## config.mk

```make
export PLATFORM = sky130hd
export DESIGN_NAME = compressed_texture_block_decoder_unit
export DESIGN_NICKNAME = d
export VERILOG_FILES = /design/src/rtl/ctbd_pkg.sv /design/src/rtl/ctbd_front.sv /design/src/rtl/ctbd_fifo.sv /design/src/rtl/ctbd_back.sv /design/src/rtl/compressed_texture_block_decoder_unit.sv
export SDC_FILE = /design/constraint.sdc
export NUM_CORES = 2
export LEC_CHECK = 0
export BUFFER_PORTS_ARGS = -buffer_cell sky130_fd_sc_hd__buf_2
export CAP_MARGIN = 20
export CORE_MARGIN = 2
export CORE_UTILIZATION = 55
export CTS_CLUSTER_DIAMETER = 60
export DETAILED_ROUTE_END_ITERATION = 8
export GPL_TIMING_DRIVEN = 0
export PLACE_DENSITY = 0.76
export SLEW_MARGIN = 20
export SYNTH_ARGS = -nofsm -noshare
export SYNTH_HDL_FRONTEND = slang
export SYNTH_SLANG_ARGS = --single-unit
```

## constraint.sdc

```tcl
create_clock -name clk -period 13.22 [get_ports clk]
set_input_delay 0.661 -clock clk [delete_from_list [all_inputs] [get_ports clk]]
set_output_delay 0.661 -clock clk [all_outputs]
set_load 0.01 [all_outputs]
```

## src/rtl/ctbd_pkg.sv

```systemverilog
// Package for the BC1/BC3 texture block decoder.
// Holds the queue depth, format codes and the decoded-block entry type.
// No dependencies.
package ctbd_pkg;

  localparam int QDEPTH = 2;
  localparam int QPTR_W = (QDEPTH > 1) ? $clog2(QDEPTH) : 1;
  localparam int QCNT_W = $clog2(QDEPTH + 1);

  localparam logic FMT_BC1 = 1'b0;
  localparam logic FMT_BC3 = 1'b1;

  localparam logic [1:0] LAST_ROW = 2'd3;

  typedef logic [31:0] argb_t;
  typedef logic [7:0]  alpha_t;

  typedef struct packed {
    logic            bc3;
    argb_t [3:0]     cpal;
    alpha_t [7:0]    apal;
    logic [47:0]     aidx;
    logic [31:0]     cidx;
  } entry_t;

  typedef struct packed {
    logic valid;
    logic full;
  } q_stat_t;

endpackage

```

## src/rtl/ctbd_front.sv

```systemverilog
// Front end: format register, input stage and palette construction.
// Depends on ctbd_pkg; pushes one decoded-block entry into the queue.
module ctbd_front (
  input  logic              clk,
  input  logic              rst_n,
  input  logic              cfg_wr_en,
  input  logic              cfg_wr_data,
  input  logic              in_valid,
  output logic              in_stall,
  input  logic [63:0]       in_alpha_half,
  input  logic [63:0]       in_color_half,
  input  ctbd_pkg::q_stat_t q_stat,
  output logic              push,
  output ctbd_pkg::entry_t  push_entry
);

  function automatic logic [7:0] div3(input logic [9:0] x);
    logic [20:0] p;
    p = {11'd0, x} * 21'd683;
    return p[18:11];
  endfunction

  function automatic logic [7:0] div5(input logic [10:0] x);
    logic [22:0] p;
    p = {12'd0, x} * 23'd3277;
    return p[21:14];
  endfunction

  function automatic logic [7:0] div7(input logic [10:0] x);
    logic [22:0] p;
    p = {12'd0, x} * 23'd2341;
    return p[21:14];
  endfunction

  logic        fmt_r;
  logic        stg_valid_r, stg_valid_nxt;
  logic        stg_bc3_r;
  logic [63:0] stg_alpha_r;
  logic [63:0] stg_color_r;
  logic        accept;

  assign in_stall = stg_valid_r && q_stat.full;
  assign accept   = in_valid && !in_stall;
  assign push     = stg_valid_r && !q_stat.full;

  always_comb begin
    stg_valid_nxt = stg_valid_r;
    if (accept) begin
      stg_valid_nxt = 1'b1;
    end else if (push) begin
      stg_valid_nxt = 1'b0;
    end
  end

  always_ff @(posedge clk) begin
    if (!rst_n) begin
      fmt_r       <= ctbd_pkg::FMT_BC1;
      stg_valid_r <= 1'b0;
    end else begin
      if (cfg_wr_en) begin
        fmt_r <= cfg_wr_data;
      end
      stg_valid_r <= stg_valid_nxt;
    end
  end

  always_ff @(posedge clk) begin
    if (accept) begin
      stg_bc3_r   <= fmt_r;
      stg_alpha_r <= in_alpha_half;
      stg_color_r <= in_color_half;
    end
  end

  logic [15:0] e0, e1;
  logic [7:0]  r0, g0, b0, r1, g1, b1;
  logic        four;
  logic [7:0]  a0, a1;

  assign e0 = stg_color_r[15:0];
  assign e1 = stg_color_r[31:16];
  assign r0 = {e0[15:11], 3'b000};
  assign g0 = {e0[10:5], 2'b00};
  assign b0 = {e0[4:0], 3'b000};
  assign r1 = {e1[15:11], 3'b000};
  assign g1 = {e1[10:5], 2'b00};
  assign b1 = {e1[4:0], 3'b000};
  assign four = (stg_bc3_r == ctbd_pkg::FMT_BC3) || (e0 > e1);
  assign a0 = stg_alpha_r[7:0];
  assign a1 = stg_alpha_r[15:8];

  function automatic logic [7:0] third(input logic [7:0] p, input logic [7:0] q);
    return div3({1'b0, p, 1'b0} + {2'b00, q} + 10'd1);
  endfunction

  function automatic logic [7:0] half(input logic [7:0] p, input logic [7:0] q);
    logic [8:0] s;
    s = {1'b0, p} + {1'b0, q};
    return s[8:1];
  endfunction

  always_comb begin
    logic [7:0] opq;
    push_entry      = '0;
    push_entry.bc3  = stg_bc3_r;
    push_entry.aidx = stg_alpha_r[63:16];
    push_entry.cidx = stg_color_r[63:32];
    opq = (stg_bc3_r == ctbd_pkg::FMT_BC3) ? 8'h00 : 8'hff;
    push_entry.cpal[0] = {opq, r0, g0, b0};
    push_entry.cpal[1] = {opq, r1, g1, b1};
    if (four) begin
      push_entry.cpal[2] = {opq, third(r0, r1), third(g0, g1), third(b0, b1)};
      push_entry.cpal[3] = {opq, third(r1, r0), third(g1, g0), third(b1, b0)};
    end else begin
      push_entry.cpal[2] = {8'hff, half(r0, r1), half(g0, g1), half(b0, b1)};
      push_entry.cpal[3] = 32'd0;
    end
    push_entry.apal[0] = a0;
    push_entry.apal[1] = a1;
    if (a0 > a1) begin
      for (int k = 2; k < 8; k++) begin
        push_entry.apal[k] = div7(4'(8 - k) * {3'd0, a0} + 4'(k - 1) * {3'd0, a1} + 11'd3);
      end
    end else begin
      for (int k = 2; k < 6; k++) begin
        push_entry.apal[k] = div5(3'(6 - k) * {3'd0, a0} + 3'(k - 1) * {3'd0, a1} + 11'd2);
      end
      push_entry.apal[6] = 8'd0;
      push_entry.apal[7] = 8'd255;
    end
  end

endmodule

```

## src/rtl/ctbd_fifo.sv

```systemverilog
// Short queue of decoded-block entries between the front and back ends.
// Depends on ctbd_pkg for the entry type and depth.
module ctbd_fifo (
  input  logic              clk,
  input  logic              rst_n,
  input  logic              push,
  input  ctbd_pkg::entry_t  push_entry,
  input  logic              pop,
  output ctbd_pkg::q_stat_t q_stat,
  output ctbd_pkg::entry_t  head
);

  ctbd_pkg::entry_t mem [ctbd_pkg::QDEPTH];

  logic [ctbd_pkg::QPTR_W-1:0] wr_ptr_r, wr_ptr_nxt;
  logic [ctbd_pkg::QPTR_W-1:0] rd_ptr_r, rd_ptr_nxt;
  logic [ctbd_pkg::QCNT_W-1:0] count_r, count_nxt;

  function automatic logic [ctbd_pkg::QPTR_W-1:0] bump(
    input logic [ctbd_pkg::QPTR_W-1:0] p
  );
    return (p == ctbd_pkg::QPTR_W'(ctbd_pkg::QDEPTH - 1)) ? '0 : p + 1'b1;
  endfunction

  assign q_stat.valid = (count_r != '0);
  assign q_stat.full  = (count_r == ctbd_pkg::QCNT_W'(ctbd_pkg::QDEPTH));
  assign head         = mem[rd_ptr_r];

  always_comb begin
    wr_ptr_nxt = push ? bump(wr_ptr_r) : wr_ptr_r;
    rd_ptr_nxt = pop ? bump(rd_ptr_r) : rd_ptr_r;
    count_nxt  = count_r + ctbd_pkg::QCNT_W'(push) - ctbd_pkg::QCNT_W'(pop);
  end

  always_ff @(posedge clk) begin
    if (!rst_n) begin
      wr_ptr_r <= '0;
      rd_ptr_r <= '0;
      count_r  <= '0;
    end else begin
      wr_ptr_r <= wr_ptr_nxt;
      rd_ptr_r <= rd_ptr_nxt;
      count_r  <= count_nxt;
    end
  end

  always_ff @(posedge clk) begin
    if (push) begin
      mem[wr_ptr_r] <= push_entry;
    end
  end

endmodule

```

## src/rtl/ctbd_back.sv

```systemverilog
// Back end: walks the four rows of the current block and registers each row.
// Depends on ctbd_pkg; pops entries from the queue.
module ctbd_back (
  input  logic              clk,
  input  logic              rst_n,
  input  ctbd_pkg::q_stat_t q_stat,
  input  ctbd_pkg::entry_t  head,
  output logic              pop,
  output logic              out_valid,
  input  logic              out_stall,
  output logic [1:0]        out_row_index,
  output logic [31:0]       out_pixel_0,
  output logic [31:0]       out_pixel_1,
  output logic [31:0]       out_pixel_2,
  output logic [31:0]       out_pixel_3,
  output logic              out_last_row
);

  ctbd_pkg::entry_t cur_r;
  logic             cur_valid_r, cur_valid_nxt;
  logic [1:0]       row_r, row_nxt;
  logic             out_valid_r, out_valid_nxt;
  logic [1:0]       out_row_r;
  logic             out_last_r;
  ctbd_pkg::argb_t  out_px_r [4];
  ctbd_pkg::argb_t  row_px [4];
  logic             out_free, emit, done;
  logic [7:0]       cbits;
  logic [11:0]      abits;

  assign out_free = !out_valid_r || !out_stall;
  assign emit     = cur_valid_r && out_free;
  assign done     = emit && (row_r == ctbd_pkg::LAST_ROW);
  assign pop      = q_stat.valid && (!cur_valid_r || done);

  assign cbits = cur_r.cidx[row_r*8 +: 8];
  assign abits = cur_r.aidx[row_r*12 +: 12];

  always_comb begin
    for (int x = 0; x < 4; x++) begin
      row_px[x] = cur_r.cpal[cbits[2*x +: 2]];
      if (cur_r.bc3 == ctbd_pkg::FMT_BC3) begin
        row_px[x][31:24] = cur_r.apal[abits[3*x +: 3]];
      end
    end
  end

  always_comb begin
    cur_valid_nxt = cur_valid_r;
    row_nxt       = row_r;
    if (pop) begin
      cur_valid_nxt = 1'b1;
      row_nxt       = 2'd0;
    end else if (done) begin
      cur_valid_nxt = 1'b0;
    end else if (emit) begin
      row_nxt = row_r + 2'd1;
    end
    out_valid_nxt = out_free ? cur_valid_r : out_valid_r;
  end

  always_ff @(posedge clk) begin
    if (!rst_n) begin
      cur_valid_r <= 1'b0;
      row_r       <= 2'd0;
      out_valid_r <= 1'b0;
    end else begin
      cur_valid_r <= cur_valid_nxt;
      row_r       <= row_nxt;
      out_valid_r <= out_valid_nxt;
    end
  end

  always_ff @(posedge clk) begin
    if (pop) begin
      cur_r <= head;
    end
    if (emit) begin
      out_row_r  <= row_r;
      out_last_r <= (row_r == ctbd_pkg::LAST_ROW);
      out_px_r   <= row_px;
    end
  end

  assign out_valid     = out_valid_r;
  assign out_row_index = out_row_r;
  assign out_last_row  = out_last_r;
  assign out_pixel_0   = out_px_r[0];
  assign out_pixel_1   = out_px_r[1];
  assign out_pixel_2   = out_px_r[2];
  assign out_pixel_3   = out_px_r[3];

endmodule

```

## src/rtl/compressed_texture_block_decoder_unit.sv

```systemverilog
// BC1/BC3 block decoder: one 4x4 block in, four ARGB8888 rows out.
// Each block passes the input stage register, the two-entry queue, the back
// end's current-block register and the output register. The back end walks one
// row per cycle while out_stall is low; the two-entry queue absorbs stalls.
// Reset: synchronous, active low; empties all stages, format returns to BC1.
// Depends on ctbd_pkg, ctbd_front, ctbd_fifo and ctbd_back.
module compressed_texture_block_decoder_unit (
  input  logic        clk,
  input  logic        rst_n,
  input  logic        cfg_wr_en,
  input  logic        cfg_wr_data,
  input  logic        in_valid,
  output logic        in_stall,
  input  logic [63:0] in_alpha_half,
  input  logic [63:0] in_color_half,
  output logic        out_valid,
  input  logic        out_stall,
  output logic [1:0]  out_row_index,
  output logic [31:0] out_pixel_0,
  output logic [31:0] out_pixel_1,
  output logic [31:0] out_pixel_2,
  output logic [31:0] out_pixel_3,
  output logic        out_last_row
);

  ctbd_pkg::q_stat_t q_stat;
  ctbd_pkg::entry_t  push_entry;
  ctbd_pkg::entry_t  head;
  logic              push;
  logic              pop;

  ctbd_front u_front (
    .clk          (clk),
    .rst_n        (rst_n),
    .cfg_wr_en    (cfg_wr_en),
    .cfg_wr_data  (cfg_wr_data),
    .in_valid     (in_valid),
    .in_stall     (in_stall),
    .in_alpha_half(in_alpha_half),
    .in_color_half(in_color_half),
    .q_stat       (q_stat),
    .push         (push),
    .push_entry   (push_entry)
  );

  ctbd_fifo u_fifo (
    .clk       (clk),
    .rst_n     (rst_n),
    .push      (push),
    .push_entry(push_entry),
    .pop       (pop),
    .q_stat    (q_stat),
    .head      (head)
  );

  ctbd_back u_back (
    .clk          (clk),
    .rst_n        (rst_n),
    .q_stat       (q_stat),
    .head         (head),
    .pop          (pop),
    .out_valid    (out_valid),
    .out_stall    (out_stall),
    .out_row_index(out_row_index),
    .out_pixel_0  (out_pixel_0),
    .out_pixel_1  (out_pixel_1),
    .out_pixel_2  (out_pixel_2),
    .out_pixel_3  (out_pixel_3),
    .out_last_row (out_last_row)
  );

  a_rows_follow: assert property (@(posedge clk) disable iff (!rst_n)
    (out_valid && !out_stall && !out_last_row) |=>
      (out_valid && out_row_index == $past(out_row_index) + 2'd1))
    else $error("row sequence broken");

  a_last_flag: assert property (@(posedge clk) disable iff (!rst_n)
    out_valid |-> (out_last_row == (out_row_index == ctbd_pkg::LAST_ROW)))
    else $error("last_row flag mismatch");

  a_no_overflow: assert property (@(posedge clk) disable iff (!rst_n)
    !(push && q_stat.full))
    else $error("queue overflow");

  a_reset_empty: assert property (@(posedge clk)
    !rst_n |=> (!out_valid && !in_stall))
    else $error("outputs active after reset");

endmodule
```

======== Yosys cells after proc, flatten, opt, wreduce, memory -nomap -nowiden ========
Memory sizes are Yosys's and may differ from the RTL's. A register that Yosys moved wholly into a read port is not among the register bits.
Cells that the tools add are included.
operators by class
  reduce and logical (&&, ||, !) cells .... 19
  shifts and indexed selects .............. 2
  add/subtract/negate cells ............... 40
  bitwise logic cells ..................... 2
  eq/ne operators ......................... 2
  mux-type cells .......................... 31
  $mul .................................... 23
  order comparisons ....................... 10
operators by type and width
  cell                    number
  $bmux 32 s2             4
  $mul 11x12->22 const B  10
  $mux 32                 4
  $mul 10x10->19 const B  6
  $add 11x2->11 const B   10
  $bmux 8 s3              4
  $mux 8                  9
  $mux 64                 1
  $add 10x1->10 const B   6
  $add 9x8->10            6
  $mux 48                 1
  $shiftx 48x7->12        1
  $mul 2x8->10 const A    4
  $shiftx 32x6->8         1
  $add 8x8->9             3
  $add 10x10->11          2
  $mul 3x8->11 const A    2
  $gt 16x16->1            1
  $lt 3x4->1 const B      4
  $lt 2x3->1 const B      4
  $add 10x8->11           1
  $add 10x9->11           1
  $add 11x8->11           1
  $add 11x9->11           1
  other kinds (19)        42
word-level totals
  memories ................................ 1
  bits in writable memories ............... 514
  register bits ........................... 334
  bits of input ports ..................... 134
  word-level logic and storage cells ...... 149
memories
  name        words  width  read ports  clocked after memory_dff  wr ports  RTL line         text
  u_fifo.mem  2      257    1           1                         1         ctbd_fifo.sv:13  ctbd_pkg::entry_t mem [ctbd_pkg::QDEPTH];

======== Logic depth before layout (Yosys ltp) ========
  depth in word-level cells ............... 7
  gate-level depth with buffers ........... 36
  depth with buffers taken out ............ 36

======== Hierarchy ========
Synthesis repeated with hierarchy kept, for this count alone.
unflattened totals
  cell total of the unflattened synthesis .. 5320
  area total of the unflattened synthesis .. 74036.0 um^2
by module, submodules not included
  module      instances  area each (um^2)  cells an instance  seq. area each (um^2)
  ctbd_front  1          35447.7           3508               3913.8
  ctbd_fifo   1          20098.0           870                16495.8
  ctbd_back   1          18490.2           942                12211.7

======== Worst setup path before layout ========
OpenSTA, ideal clock, no wires.
  path kind ............................... input port to flip-flop
  from .................................... in out_stall
  to ...................................... reg u_fifo.count_r[1] (netlist bit)
  required time ........................... 13.105 ns
  arrival ................................. 14.040 ns
  stages on the path ...................... 9
  path slack .............................. -0.935 ns
  library setup time ...................... 0.115 ns
  path buffers ............................ 0
  cells stage by stage .................... nand2_1 -> nand2_1 -> a21oi_1 -> ha_1 -> inv_1 -> ha_1 -> xnor2_1 -> xnor2_1 -> and2_1
between the ends
  cells in the longest elaborated chain, start to end .. 7
RTL lines
  element                 RTL line                                     text
  start: declaration      compressed_texture_block_decoder_unit.sv:17  input logic out_stall,
  $logic_not 1->1         ctbd_back.sv:31                              assign out_free = !out_valid_r || !out_stall;
  $logic_or 1x1->1        ctbd_back.sv:31
  $logic_and 1x1->1       ctbd_back.sv:32                              assign emit = cur_valid_r && out_free;
  $logic_and 1x1->1       ctbd_back.sv:33                              assign done = emit && (row_r == ctbd_pkg::LAST_ROW);
  $logic_or 1x1->1        ctbd_back.sv:34                              assign pop = q_stat.valid && (!cur_valid_r || done);
  $logic_and 1x1->1       ctbd_back.sv:34
  via pop                 compressed_texture_block_decoder_unit.sv:30  logic pop;
  $sub 2x1->2             ctbd_fifo.sv:32                              count_nxt = count_r + ctbd_pkg::QCNT_W'(push) - ctbd_pkg::QCNT_W'(pop);
  end signal: assignment  ctbd_fifo.sv:43                              count_r <= count_nxt;
  end: declaration        ctbd_fifo.sv:17                              logic [ctbd_pkg::QCNT_W-1:0] count_r, count_nxt;
The timed path passes the listed nets, and every way through them passes these cells.
A chain may end at the register's enable or synchronous reset.

==> out/qor.log <==
qor: run_status.status finished, final reports clean
qor: routing.drt-vias-per-instance 5.74
qor: floorplanning.fp.dieW 355 um
qor: clocking.resized_after_cts 0
qor: floorplanning.y_dimension_of_the_die 355 um
qor: logic_synthesis.syn-num-nets 6564
qor: cells_and_area.design.final.nets 6971
qor: floorplanning.row_count 128
qor: timing.skew 0.0265 ns
qor: logic_synthesis.count_of_state_elements_after_synthesis 954
qor: timing.finalMaxSlewViolations 0
qor: setup_path.cpMostUsedCell fa_1
qor: logic_synthesis.synth_mux_area_frac 0.103
qor: routing.wire_per_inst 22.0 um
qor: setup_path.worstPathRequired 13.62 ns
qor: global_route.grt_start_max_net_pins 65
qor: routing.wl 156 mm
qor: routing.route.detailed.drc 0
qor: hold_path.worst_hold_path_class input pin to flip-flop
qor: place.gp_congestion 0.898
qor: logic_synthesis.synth-edff-count 944
qor: timing.unrepaired_setup_endpoints_after_global_routing false
qor: clocking.cts_inserted_buffers 96
qor: clocking.clk_pin_slew 0.07 ns
qor: setup_path.crit_slowest_cell edfxtp_1
qor: setup_path.startpoint_type flip-flop
qor: timing.max_clock_freq 0.102 GHz
qor: floorplanning.ios 267
qor: floorplanning.initial_core_util 0.555
qor: routing.antenna_left 0
qor: logic_synthesis.synth_area_per_cell 13.6 um2
qor: timing.timing.max_slew.rel_slack 0.235
qor: logic_synthesis.syn-cell-area 67600 um2
qor: logic_synthesis.yosys.area_share.adder 0.306
qor: logic_synthesis.ys_types 85
qor: timing.setup_viol 0
qor: logic_synthesis.syn_warnings 0
qor: routing.routed-via-count 40666
qor: setup_path.critPathMaxFanout 15
qor: global_route.gr-total-overflow 0
qor: timing.finalHoldWorstSlack 0.141 ns
qor: logic_synthesis.synth_seq_area_share 0.422
qor: place.dp.final_hpwl 120 mm
qor: timing.finalCritPeriodShare 0.741
qor: timing.layout_min_cycle_time 9.79 ns
qor: setup_path.critical_path_class flip-flop to flip-flop
qor: logic_synthesis.async_flop_share 0
qor: logic_synthesis.synth_xor_area_frac 0.0340
qor: cells_and_area.synthToLayoutAreaGrowth 11.2%
qor: floorplanning.die_area 126000 um2
qor: clocking.clockRootBuffer clkbuf_16
qor: clocking.clock_sink_total 954
qor: logic_synthesis.ys.flop_type edfxtp_1
qor: setup_path.timing.critical_path.to_type flip-flop
qor: clocking.max-clock-path-buffers 3
qor: timing.timing.final.hold_violations 0
qor: setup_path.worst_ep_arrival_time 10.19 ns
qor: clocking.cts_htree_levels 3
qor: global_route.grt_usage 0.251
qor: timing.max_slew.worst_pin.slew 1.14 ns
qor: clocking.tritoncts built
qor: routing.drt_iter0_drc 2989
qor: clocking.count_of_buffers_added_by_post_cts_timing_repair_for_setup 0
qor: floorplanning.core_area 122000 um2
qor: global_route.number_of_global_route_vias_before_repair 43185
qor: logic_synthesis.main_combinational_cell_family_by_area_after_synthesis adder cells
qor: clocking.cts_hold_repair.buffers 0
qor: logic_synthesis.yosys.area_share.simple 0.0426
qor: run.maxCapViolCount 0
qor: global_route.first_pass_grt_wire_length 243 mm
qor: global_route.grt_antenna_before_repair 2
qor: clocking.clock_insertion_delay_worst_skew 0.70 ns
qor: cells_and_area.layout-drive-gt1-share 0.170
qor: logic_synthesis.synth-compound-area-share 0.0507
qor: place.port_buffers 266
qor: routing.firstDrtPassIters 5
qor: logic_synthesis.synth_instances 4974
qor: setup_path.critical_path.max_stage_delay 1.05 ns
## registers in the layout, summed over array words and instances (netlist names)
name,flops
u_back.out_row_index,2
u_fifo.count_r,2
u_fifo.mem,456
u_front.stg_color_r,64
u_back.out_valid,1
u_front.fmt_r,1
u_back.out_pixel_1,32
u_back.out_pixel_0,32
u_fifo.wr_ptr_r,1
u_front.stg_alpha_r,64
u_back.cur_valid_r,1
u_back.out_pixel_2,32
u_fifo.rd_ptr_r,1
u_front.stg_valid_r,1
u_front.stg_bc3_r,1
u_back.out_last_row,1
u_back.out_pixel_3,32
u_back.cur_r,228
u_back.row_r,2
## cell type report
type / instances / area [um2]
flip-flops and latches: 954 / 28500
plain buffers: 82 / 454
clock inverters: 57 / 627
inverters: 628 / 2360
repair buffers: 309 / 2350
fillers: 8952 / 46700
multi-input cells: 3310 / 36300
clock buffers: 119 / 2520
well taps: 1625 / 2030
diodes: 1 / 2.50
## metal layers
metal / track usage / share of wire / vias up
li1: - / - / 18961
met4: 0.0850 / 0.037 / 0
met5: 0 / 0 / -
met2: 0.444 / 0.51 / 1252
met3: 0.0354 / 0.055 / 270
met1: 0.317 / 0.40 / 20183
## final timing paths
check | from | endpoint | slack, ns | cells past startpoint
worst min register to register | u_front.stg_alpha_r[50] | u_fifo.mem[1][66] | 0.44 | 0
worst max-delay path | u_front.stg_alpha_r[1] | u_fifo.mem[1][111] | 3.43 | 28
worst min-delay path | in_color_half[24] | u_front.stg_color_r[24] | 0.14 | 1
worst max register to register | u_front.stg_alpha_r[1] | u_fifo.mem[1][111] | 3.43 | 28
## metrics by stage
| step | instances | util | setup WS, ns | instance area, um2 | setup TNS, ns |
|---|---|---|---|---|---|
| 2_1_floorplan | 4974 | - | 2.35 | 67600 | 0 |
| 3_3_place_gp | 6865 | 0.582 | -3.83 | 71000 | -865.90 |
| 3_5_place_dp | 6908 | 0.591 | 3.45 | 72000 | 0 |
| 4_1_cts | 7084 | 0.617 | 3.38 | 75200 | 0 |
| 5_1_grt | 7084 | 0.617 | 2.83 | 75200 | 0 |
| 6_report | 7085 | 0.617 | 3.43 | 75200 | 0 |
## worst max-delay path, delay by kind of cell, from the launching register on
family | cells | cell delay (ns)
XOR/XNOR | 3 | 0.69
buffers and inverters | 3 | 0.64
AO/OA/AOI/OAI | 11 | 2.73
adder cells (fa/ha/maj) | 9 | 3.77
flip-flops | 1 | 1.05
multiplexers | 1 | 0.52
AND/OR/NAND/NOR | 1 | 0.07
## logic make-up (layout without fill, tap and decap cells)
group,count (synthesis),after routing
adders and majority gates,1456,1456
and+or+nand+nor,607,607
buffers and inverters,710,1195
muxes,476,476
xor gates and xnor gates,261,261
DFF,954,954
AOI/OAI and AO/OA,510,510
other,0,1
## cell usage in the layout (no fill, tap or decap), types with 54 or more instances in the layout
cell          n
edfxtp_1    944
buf_2       298
a21o_1       67
xnor2_1     180
inv_1       627
a21oi_1     142
clkbuf_16    97
ha_1       1129
mux2_2      266
mux4_2      122
xor2_1       80
clkbuf_1     55
nor3_1       54
fa_1        327
o21ai_0      88
nand2_1     129
mux2i_1      66
nor2_1      224
## cell usage after synthesis (7+ instances only)
cell type / instances / area, um2
clkbuf_1: 34 / 128
nor2b_1: 34 / 213
mux2_2: 266 / 3000
a211oi_1: 11 / 82.6
a21oi_1: 143 / 716
mux4_2: 122 / 2750
nor3_1: 54 / 270
nand3_1: 29 / 145
o21ai_1: 11 / 55.1
o2111ai_1: 7 / 61.3
o21a_1: 39 / 293
a211o_1: 16 / 140
edfxtp_1: 944 / 28300
and2_1: 17 / 106
a21o_1: 67 / 503
o21ai_0: 88 / 440
xnor2_1: 180 / 1580
a31oi_1: 10 / 62.6
fa_1: 327 / 6550
or2_2: 14 / 87.6
o31a_1: 7 / 61.3
nand2b_1: 19 / 119
xor2_1: 80 / 701
mux2i_1: 66 / 661
and3_1: 21 / 131
mux4_1: 22 / 578
nor2_1: 225 / 845
ha_1: 1129 / 14100
o21bai_1: 32 / 240
or3_1: 13 / 81.3
inv_1: 628 / 2360
nand2_1: 129 / 484
a21boi_0: 8 / 60.1
o31ai_1: 7 / 52.6
dfxtp_1: 10 / 200
buf_2: 32 / 160
nand4_1: 20 / 125
Power is left out: the tool's default activity adds up to more than one toggle a clock period on the data nets, which glitch-free logic cannot reach.
